**src/rtl/hq_pkg.sv**
```systemverilog
`default_nettype none

package hq_pkg;

	localparam int CAPACITY = 256;
	localparam int HANDLES  = 256;
	localparam int HANDLE_W = 8;
	localparam int KEY_W    = 32;
	localparam int CNT_W    = 9;
	localparam int IDX_W    = $clog2(CAPACITY);

	typedef enum logic [1:0] {
		MODE_INSERT = 2'd0,
		MODE_MODIFY = 2'd1,
		MODE_DELETE = 2'd2,
		MODE_POP    = 2'd3
	} mode_t;

	typedef enum logic [2:0] {
		ST_OK      = 3'd0,
		ST_FULL    = 3'd1,
		ST_ABSENT  = 3'd2,
		ST_EMPTY   = 3'd3,
		ST_PRESENT = 3'd4
	} status_t;

	typedef enum logic [3:0] {
		S_IDLE,
		S_FIND,
		S_DEL_OLD,
		S_DEL_LAST,
		S_POP_TOP,
		S_POP_LAST,
		S_RISE_CHK,
		S_RISE_LD,
		S_RISE_CMP,
		S_SINK_CHK,
		S_SINK_L,
		S_SINK_R,
		S_SINK_CMP,
		S_TOP,
		S_RESULT
	} state_t;

	// heap read address selection
	typedef enum logic [2:0] {
		HA_FOUND,
		HA_PARENT,
		HA_LEFT,
		HA_RIGHT,
		HA_LAST,
		HA_ROOT
	} haddr_t;

	typedef enum logic [1:0] {
		HW_NONE,
		HW_CAND,
		HW_MOV
	} hwr_t;

	typedef enum logic [1:0] {
		MOV_HOLD,
		MOV_REQ,
		MOV_RD
	} mov_t;

	typedef enum logic [1:0] {
		POS_HOLD,
		POS_FOUND,
		POS_NEW,
		POS_ROOT
	} posop_t;

	typedef enum logic [1:0] {
		CNT_HOLD,
		CNT_INC,
		CNT_DEC
	} cnt_t;

	typedef enum logic [1:0] {
		CLR_NONE,
		CLR_REQ,
		CLR_RD
	} clr_t;

	typedef enum logic [1:0] {
		CAND_HOLD,
		CAND_PARENT,
		CAND_LEFT,
		CAND_RIGHT_MIN
	} cand_t;

	typedef struct packed {
		logic    load;
		logic    hrd;
		haddr_t  ha;
		hwr_t    hw;
		mov_t    mov;
		posop_t  posop;
		cnt_t    cnt;
		clr_t    clr;
		cand_t   cand;
		logic    set_status;
		status_t status;
		logic    take_pop;
		logic    oldk_ld;
		logic    out_ld;
	} hq_cmd_t;

	typedef struct packed {
		mode_t mode;
		logic  up;
		logic  found;
		logic  found_last;
		logic  full;
		logic  empty;
		logic  pos_gt1;
		logic  left_ok;
		logic  right_ok;
		logic  cand_gt_mov;
		logic  mov_gt_cand;
		logic  oldk_gt_rd;
		logic  out_free;
	} hq_stat_t;

endpackage

`default_nettype wire

```
**src/rtl/hq_ctrl.sv**
```systemverilog
`default_nettype none

module hq_ctrl import hq_pkg::*; (
	input  logic     clk,
	input  logic     arst_n,
	input  logic     in_valid,
	output logic     in_ready,
	input  hq_stat_t stat,
	output hq_cmd_t  cmd
);

	state_t state_q, state_nx;

	always_ff @(posedge clk or negedge arst_n) begin
		if (!arst_n) begin
			state_q <= S_IDLE;
		end else begin
			state_q <= state_nx;
		end
	end

	// next state
	always_comb begin
		state_nx = state_q;
		unique case (state_q)
			S_IDLE: begin
				if (in_valid) state_nx = S_FIND;
			end
			S_FIND: begin
				unique case (stat.mode)
					MODE_INSERT: begin
						if (stat.found || stat.full) state_nx = S_TOP;
						else state_nx = S_RISE_CHK;
					end
					MODE_MODIFY: begin
						if (!stat.found) state_nx = S_TOP;
						else if (stat.up) state_nx = S_RISE_CHK;
						else state_nx = S_SINK_CHK;
					end
					MODE_DELETE: begin
						if (!stat.found || stat.found_last) state_nx = S_TOP;
						else state_nx = S_DEL_OLD;
					end
					MODE_POP: begin
						if (stat.empty) state_nx = S_TOP;
						else state_nx = S_POP_TOP;
					end
				endcase
			end
			S_DEL_OLD:  state_nx = S_DEL_LAST;
			S_DEL_LAST: state_nx = stat.oldk_gt_rd ? S_RISE_CHK : S_SINK_CHK;
			S_POP_TOP:  state_nx = stat.empty ? S_TOP : S_POP_LAST;
			S_POP_LAST: state_nx = S_SINK_CHK;
			S_RISE_CHK: state_nx = stat.pos_gt1 ? S_RISE_LD : S_TOP;
			S_RISE_LD:  state_nx = S_RISE_CMP;
			S_RISE_CMP: state_nx = stat.cand_gt_mov ? S_RISE_CHK : S_TOP;
			S_SINK_CHK: state_nx = stat.left_ok ? S_SINK_L : S_TOP;
			S_SINK_L:   state_nx = stat.right_ok ? S_SINK_R : S_SINK_CMP;
			S_SINK_R:   state_nx = S_SINK_CMP;
			S_SINK_CMP: state_nx = stat.mov_gt_cand ? S_SINK_CHK : S_TOP;
			S_TOP:      state_nx = S_RESULT;
			S_RESULT: begin
				if (stat.out_free) state_nx = S_IDLE;
			end
			default:    state_nx = S_IDLE;
		endcase
	end

	// outputs
	always_comb begin
		cmd        = '0;
		cmd.ha     = HA_ROOT;
		cmd.hw     = HW_NONE;
		cmd.mov    = MOV_HOLD;
		cmd.posop  = POS_HOLD;
		cmd.cnt    = CNT_HOLD;
		cmd.clr    = CLR_NONE;
		cmd.cand   = CAND_HOLD;
		cmd.status = ST_OK;
		in_ready   = 1'b0;
		unique case (state_q)
			S_IDLE: begin
				in_ready = 1'b1;
				cmd.load = in_valid;
			end
			S_FIND: begin
				unique case (stat.mode)
					MODE_INSERT: begin
						if (stat.found) begin
							cmd.set_status = 1'b1;
							cmd.status     = ST_PRESENT;
						end else if (stat.full) begin
							cmd.set_status = 1'b1;
							cmd.status     = ST_FULL;
						end else begin
							cmd.cnt   = CNT_INC;
							cmd.posop = POS_NEW;
							cmd.mov   = MOV_REQ;
						end
					end
					MODE_MODIFY: begin
						if (!stat.found) begin
							cmd.set_status = 1'b1;
							cmd.status     = ST_ABSENT;
						end else begin
							cmd.mov   = MOV_REQ;
							cmd.posop = POS_FOUND;
						end
					end
					MODE_DELETE: begin
						if (!stat.found) begin
							cmd.set_status = 1'b1;
							cmd.status     = ST_ABSENT;
						end else begin
							cmd.posop = POS_FOUND;
							cmd.cnt   = CNT_DEC;
							cmd.clr   = CLR_REQ;
							cmd.hrd   = 1'b1;
							cmd.ha    = HA_FOUND;
						end
					end
					MODE_POP: begin
						if (stat.empty) begin
							cmd.set_status = 1'b1;
							cmd.status     = ST_EMPTY;
						end else begin
							cmd.hrd = 1'b1;
							cmd.ha  = HA_ROOT;
							cmd.cnt = CNT_DEC;
						end
					end
				endcase
			end
			S_DEL_OLD: begin
				cmd.oldk_ld = 1'b1;
				cmd.hrd     = 1'b1;
				cmd.ha      = HA_LAST;
			end
			S_DEL_LAST: begin
				cmd.mov = MOV_RD;
			end
			S_POP_TOP: begin
				cmd.take_pop = 1'b1;
				cmd.clr      = CLR_RD;
				cmd.hrd      = !stat.empty;
				cmd.ha       = HA_LAST;
			end
			S_POP_LAST: begin
				cmd.mov   = MOV_RD;
				cmd.posop = POS_ROOT;
			end
			S_RISE_CHK: begin
				if (stat.pos_gt1) begin
					cmd.hrd = 1'b1;
					cmd.ha  = HA_PARENT;
				end else begin
					cmd.hw = HW_MOV;
				end
			end
			S_RISE_LD: begin
				cmd.cand = CAND_PARENT;
			end
			S_RISE_CMP: begin
				cmd.hw = stat.cand_gt_mov ? HW_CAND : HW_MOV;
			end
			S_SINK_CHK: begin
				if (stat.left_ok) begin
					cmd.hrd = 1'b1;
					cmd.ha  = HA_LEFT;
				end else begin
					cmd.hw = HW_MOV;
				end
			end
			S_SINK_L: begin
				cmd.cand = CAND_LEFT;
				cmd.hrd  = stat.right_ok;
				cmd.ha   = HA_RIGHT;
			end
			S_SINK_R: begin
				cmd.cand = CAND_RIGHT_MIN;
			end
			S_SINK_CMP: begin
				cmd.hw = stat.mov_gt_cand ? HW_CAND : HW_MOV;
			end
			S_TOP: begin
				cmd.hrd = 1'b1;
				cmd.ha  = HA_ROOT;
			end
			S_RESULT: begin
				cmd.out_ld = stat.out_free;
			end
			default: begin
				cmd.load = 1'b0;
			end
		endcase
	end

endmodule

`default_nettype wire

```
**config.mk**
```make
export PLATFORM = sky130hd
export DESIGN_NAME = hq_ctrl
export DESIGN_NICKNAME = d
export VERILOG_FILES = /design/src/rtl/hq_pkg.sv /design/src/rtl/hq_ctrl.sv
export SDC_FILE = /design/constraint.sdc
export NUM_CORES = 1
export LEC_CHECK = 0
export ABC_AREA = 1
export ABC_CLOCK_PERIOD_IN_PS = 1500
export CAP_MARGIN = 20
export CORE_UTILIZATION = 62
export DETAILED_ROUTE_END_ITERATION = 16
export DONT_BUFFER_PORTS = 1
export GPL_TIMING_DRIVEN = 0
export PLACE_DENSITY = 0.78
export SYNTH_ARGS = -nofsm -noshare
export SYNTH_HDL_FRONTEND = slang
export SYNTH_SLANG_ARGS = --single-unit
```
**constraint.sdc**
```tcl
create_clock -name clk -period 1.5 [get_ports clk]
set_clock_uncertainty 0.05 [all_clocks]
set_input_delay 0.15 -clock clk [delete_from_list [all_inputs] [get_ports clk]]
set_output_delay 0.15 -clock clk [all_outputs]
set_load 0.05 [all_outputs]
```
==> impl_metrics.py, run 1 <==
metrics = {
    "cts": {
        "ctsLongestPathBuffers": 2,
        "hold_buffers": 1,
        "cts_sinks": 4,
        "cts-root-buf": "clkbuf_4",
        "cts_resized": 33,
        "post_cts_buffers": 16,
        "cts_made_buffers": 3,
        "cts.htree.levels": 1,
    },
    "yosys": {
        "yosysSeqAreaShare": 0.1163,
        "synthesis.area_um2": 860.8,
        "ys_warn_count": 0,
        "synth.largest_area_cell": "nand2_1",
        "synth_top_flop_cell": "dfrtp_1",
        "synth_cell_types": 23,
        "yosys-top-cells-area": "nand2_1 (16%), nand3_1 (12%), dfrtp_1 (12%), inv_1 (9.2%), ha_1 (8.7%)",
        "synth_seq_cells": 4,
        "avgSynthCellArea_um2": 5.414,
        "synth_edf_count": 0,
        "syn_inst": 159,
        "synthArstFlopShare": 1.000,
        "synth_top_area_share": 0.1570,
        "syn_nets": 182,
    },
    "status": {
        "stop_error": "[ERROR DPL-0033] detailed placement checks failed during check placement.",
        "failing_step": "4_1_cts",
        "outcome": "aborted with a tool error",
    },
    "floorplan": {
        "die_x_um": 39.26,
        "rows": 13,
        "io_pins": 42,
        "start_util": 0.6615,
        "die_y_um": 39.26,
    },
    "place": {
        "dp_hpwl_um": 1993,
        "gp_congestion": 0.8206,
        "io_buffers": 0,
        "dp_cells": 174,
    },
}
-- metrics by stage --
step	area (µm²)	setup WS [ns]	TNS [ns]
3_3_place_gp	1011	-0.4324	-3.985
3_5_place_dp	1011	-0.4393	-4.359
2_1_floorplan	992.2	-0.3321	-2.471
-- synth_stat cells, drive strengths merged (2+ instances only) --
library cell  number
nor2              26
nand3b             2
a21oi              5
nand3             21
nor3               7
ha                 6
a211oi             2
inv               29
nand4              3
dfrtp              4
nand2             38
o21ai             10
-- cells by family after synthesis --
family,synth area share
fa+ha+maj,0.08721
simple gates,0.5320
flops,0.1163
buf+inv,0.1323
compound gates,0.1323
==> run 2: changes to the inputs <==
- CORE_AREA: default -> 2 2 63 65
- CORE_UTILIZATION: 62 -> default
- DIE_AREA: default -> 0 0 65 67
- PLACE_DENSITY: 0.78 -> default
- PLACE_DENSITY_LB_ADDON: default -> 0.15
==> impl_metrics.py, run 2 <==
metrics = {
    "drt": {
        "via_per_inst": 5.040,
        "routed_wl_um": 3894,
        "drc": 0,
        "wl_per_cell_um": 15.77,
        "antenna_left": 0,
        "num_vias": 1245,
        "first_pass_iters": 4,
        "dr.first_iter.drc_count": 52,
    },
    "yosys": {
        "yosysMostFrequentCell": "nand2_1",
        "synthTopCellsByCount": "nand2_1 (36), inv_1 (21), nand3_1 (21), nor2_1 (18), o21ai_0 (9)",
        "ys_warn_count": 0,
        "synth_seq_cells": 4,
        "avgSynthCellArea_um2": 5.414,
        "synthArstFlopShare": 1.000,
        "synth_edf_count": 0,
        "yosys-top-cells-area": "nand2_1 (16%), nand3_1 (12%), dfrtp_1 (12%), inv_1 (9.2%), ha_1 (8.7%)",
        "synth_top_area_share": 0.1570,
        "syn_inst": 159,
        "syn_nets": 182,
        "synth.largest_area_cell": "nand2_1",
        "synthesis.area_um2": 860.8,
        "synth_cell_types": 23,
        "synth_top_flop_cell": "dfrtp_1",
        "yosysSeqAreaShare": 0.1163,
    },
    "cts": {
        "cts-root-buf": "clkbuf_8",
        "cts.htree.levels": 1,
        "cts_sinks": 4,
        "cts_made_buffers": 3,
        "ctsLongestPathBuffers": 2,
        "clk_latency_ns": 0.22,
        "clkTransAtPathRegs_ns": 0.03,
        "tritoncts": "yes",
    },
    "power_and_ir_drop": {
        "p_clk_frac": 0.053,
        "switching_share": 0.6054,
        "ir_drop_mv": 0.7589,
        "power.leakage_nw": 0.8417,
        "p_seq_frac": 0.083,
        "powerDensity_nw_per_um2": 2409,
        "p_int_mw": 1.693,
        "power_frac_comb": 0.864,
        "power.switching_mw": 2.598,
    },
    "worst_setup_path": {
        "path_common_cell": "nand2_4",
        "crit_required_ns": 1.30,
        "cp-start-kind": "flip-flop",
        "critPathBufInv": 2,
        "critical-path-top-delay-family": "simple AND/OR/NAND/NOR gates",
        "end_kind": "output port",
        "cp_cell_sequence": "buf_12 -> nand2_8 -> inv_6 -> nand2_4 -> nand2_4 -> nor3_4 -> nand3b_1",
        "arrival_ns": 1.78,
        "slowest_stage": "dfrtp_2",
        "cpPeakStageDelay_ns": 0.47,
        "worstPathMaxFanout": 3,
        "path_class": "reg2out",
    },
    "floorplan": {
        "die_y_um": 67,
        "core_area_um2": 3606,
        "die_x_um": 65,
        "io_pins": 42,
        "die-area_um2": 4355,
        "rows": 22,
        "start_util": 0.2387,
    },
    "sta": {
        "hold_viol": 0,
        "holdWs_ns": 0.04378,
        "fin_crit_ns": 1.976,
        "fin_ws_ns": -0.4761,
        "finalCritPeriodShare": 1.317,
        "maxSlewViolCount": 0,
        "worst_pin_slew_ns": 0.6656,
        "relSlewSlack": 0.5523,
        "setup_viol": 26,
        "max_freq_ghz": 0.5061,
        "grt_setup_unrepaired": "true",
    },
    "status": {
        "outcome": "finished, violations left",
        "violations": "negative setup slack",
    },
    "cells_and_area": {
        "nets": 224,
        "largest-register": "state_q",
        "instances_no_fill": 247,
        "final_cell_mix": "nand2_1 (21), buf_4 (21), inv_1 (17), nor2_4 (17), nand3_1 (16)",
        "largest_register_ffs": 4,
        "syn2layout_area_growth_pct": 107.0,
        "n_antenna_cell": 0,
        "reg_top3": "state_q x4",
        "layout-drive-gt1-share": 0.5678,
    },
    "global_route": {
        "grt_overflow": 0,
        "grt_max_degree": 11,
        "grt_pass1_wl_um": 5582,
        "antenna_found_initial": 0,
        "grt_pass1_vias": 1218,
        "grt_use_total": 0.1668,
    },
    "flow_run": {
        "max-cap-violations": 0,
    },
    "place": {
        "dp_hpwl_um": 2406,
        "io_buffers": 0,
        "dp_cells": 207,
        "gp_congestion": 0.8287,
    },
    "worst_hold_path": {
        "min-delay-path-class": "in2reg",
    },
}
-- run 2: cell counts after synthesis --
No cell type changed its count.
-- run 2: path summary, 6_finish.rpt --
path	start	to	slack, ns	depth (start not counted)
worst min-delay path	in_valid	state_q[0]	0.04	2
min in group asynchronous	arst_n	state_q[3]	0.15	1
worst min register to register	state_q[0]	state_q[3]	0.85	4
worst max-delay path	state_q[3]	cmd[22]	-0.48	7
max in group asynchronous	arst_n	state_q[0]	1.07	1
worst max register to register	state_q[3]	state_q[1]	-0.34	11
-- run 2: cell families (layout without fill, tap and decap cells) --
kind of cell | count (synthesis) | after routing | synth area share
simple gates | 99 | 99 | 0.5320
buf+inv | 30 | 70 | 0.1323
compound gates | 20 | 20 | 0.1323
fa+ha+maj | 6 | 6 | 0.08721
flops | 4 | 4 | 0.1163
-- run 2: area by class of cell --
class                           instances  area, µm²
Multi-Input combinational cell        125       1076
Fill cell                             341       1824
Tap cell                               48      60.06
Sequential cell                         4      105.1
Timing Repair Buffer                   37      354.1
Buffer                                  1      5.005
Clock buffer                            3      41.29
Inverter                               29      140.1
-- run 2: power by group through the flow --
stage	sequential, mW	clock (mW)	combinational [mW]
global route	0.365	0.239	3.91
detailed placement	0.329	0	2.14
floorplan	0.300	0	1.89
finish	0.355	0.228	3.71
CTS	0.337	0.229	2.90
global placement	0.323	0	2.15
-- run 2: repair_timing --
action | in CTS | in global routing
setup buffers | 20 | 17
setup endpoints to repair | 23 | 27
hold buffers | 1 | 0
gates resized for setup | 50 | 40
endpoints found under the hold margin | 4 | 0
pin swaps | 20 | 27
-- run 2: metal layers --
| layer | up-vias | part of all wire | global-route usage |
|---|---|---|---|
| met2 | 53 | 0.53 | 0.3015 |
| met5 | - | 0 | 0 |
| met1 | 586 | 0.36 | 0.1799 |
| li1 | 596 | - | - |
| met3 | 10 | 0.082 | 0.05574 |
| met4 | 0 | 0.024 | 0.06117 |
-- run 2: worst register-to-register path, cell delays in order, from the launching register on --
cell and delay [ns]:
dfrtp_2 0.47, buf_12 0.17, nor2_4 0.17, nand2_2 0.12, nor2_4 0.12, nor3_4 0.05
buf_4 0.14, buf_6 0.11, buf_6 0.10, buf_6 0.10, buf_6 0.10, nand4_1 0.07
-- run 2: through the flow --
step	instance area, µm²	setup slack [ns]	setup TNS, ns	total power, mW	utilization
after CTS	1459	-0.4380	-6.173	3.469	0.4046
after global placement	1052	-0.4814	-4.984	2.478	0.2918
after detailed placement	1052	-0.4928	-5.112	2.471	0.2918
final	1782	-0.4761	-7.514	4.291	0.4941
after global routing	1782	-0.5222	-8.982	4.514	0.4941
after floorplan	992.2	-0.3321	-2.471	2.188	-
(Power assumes the default switching activity.)
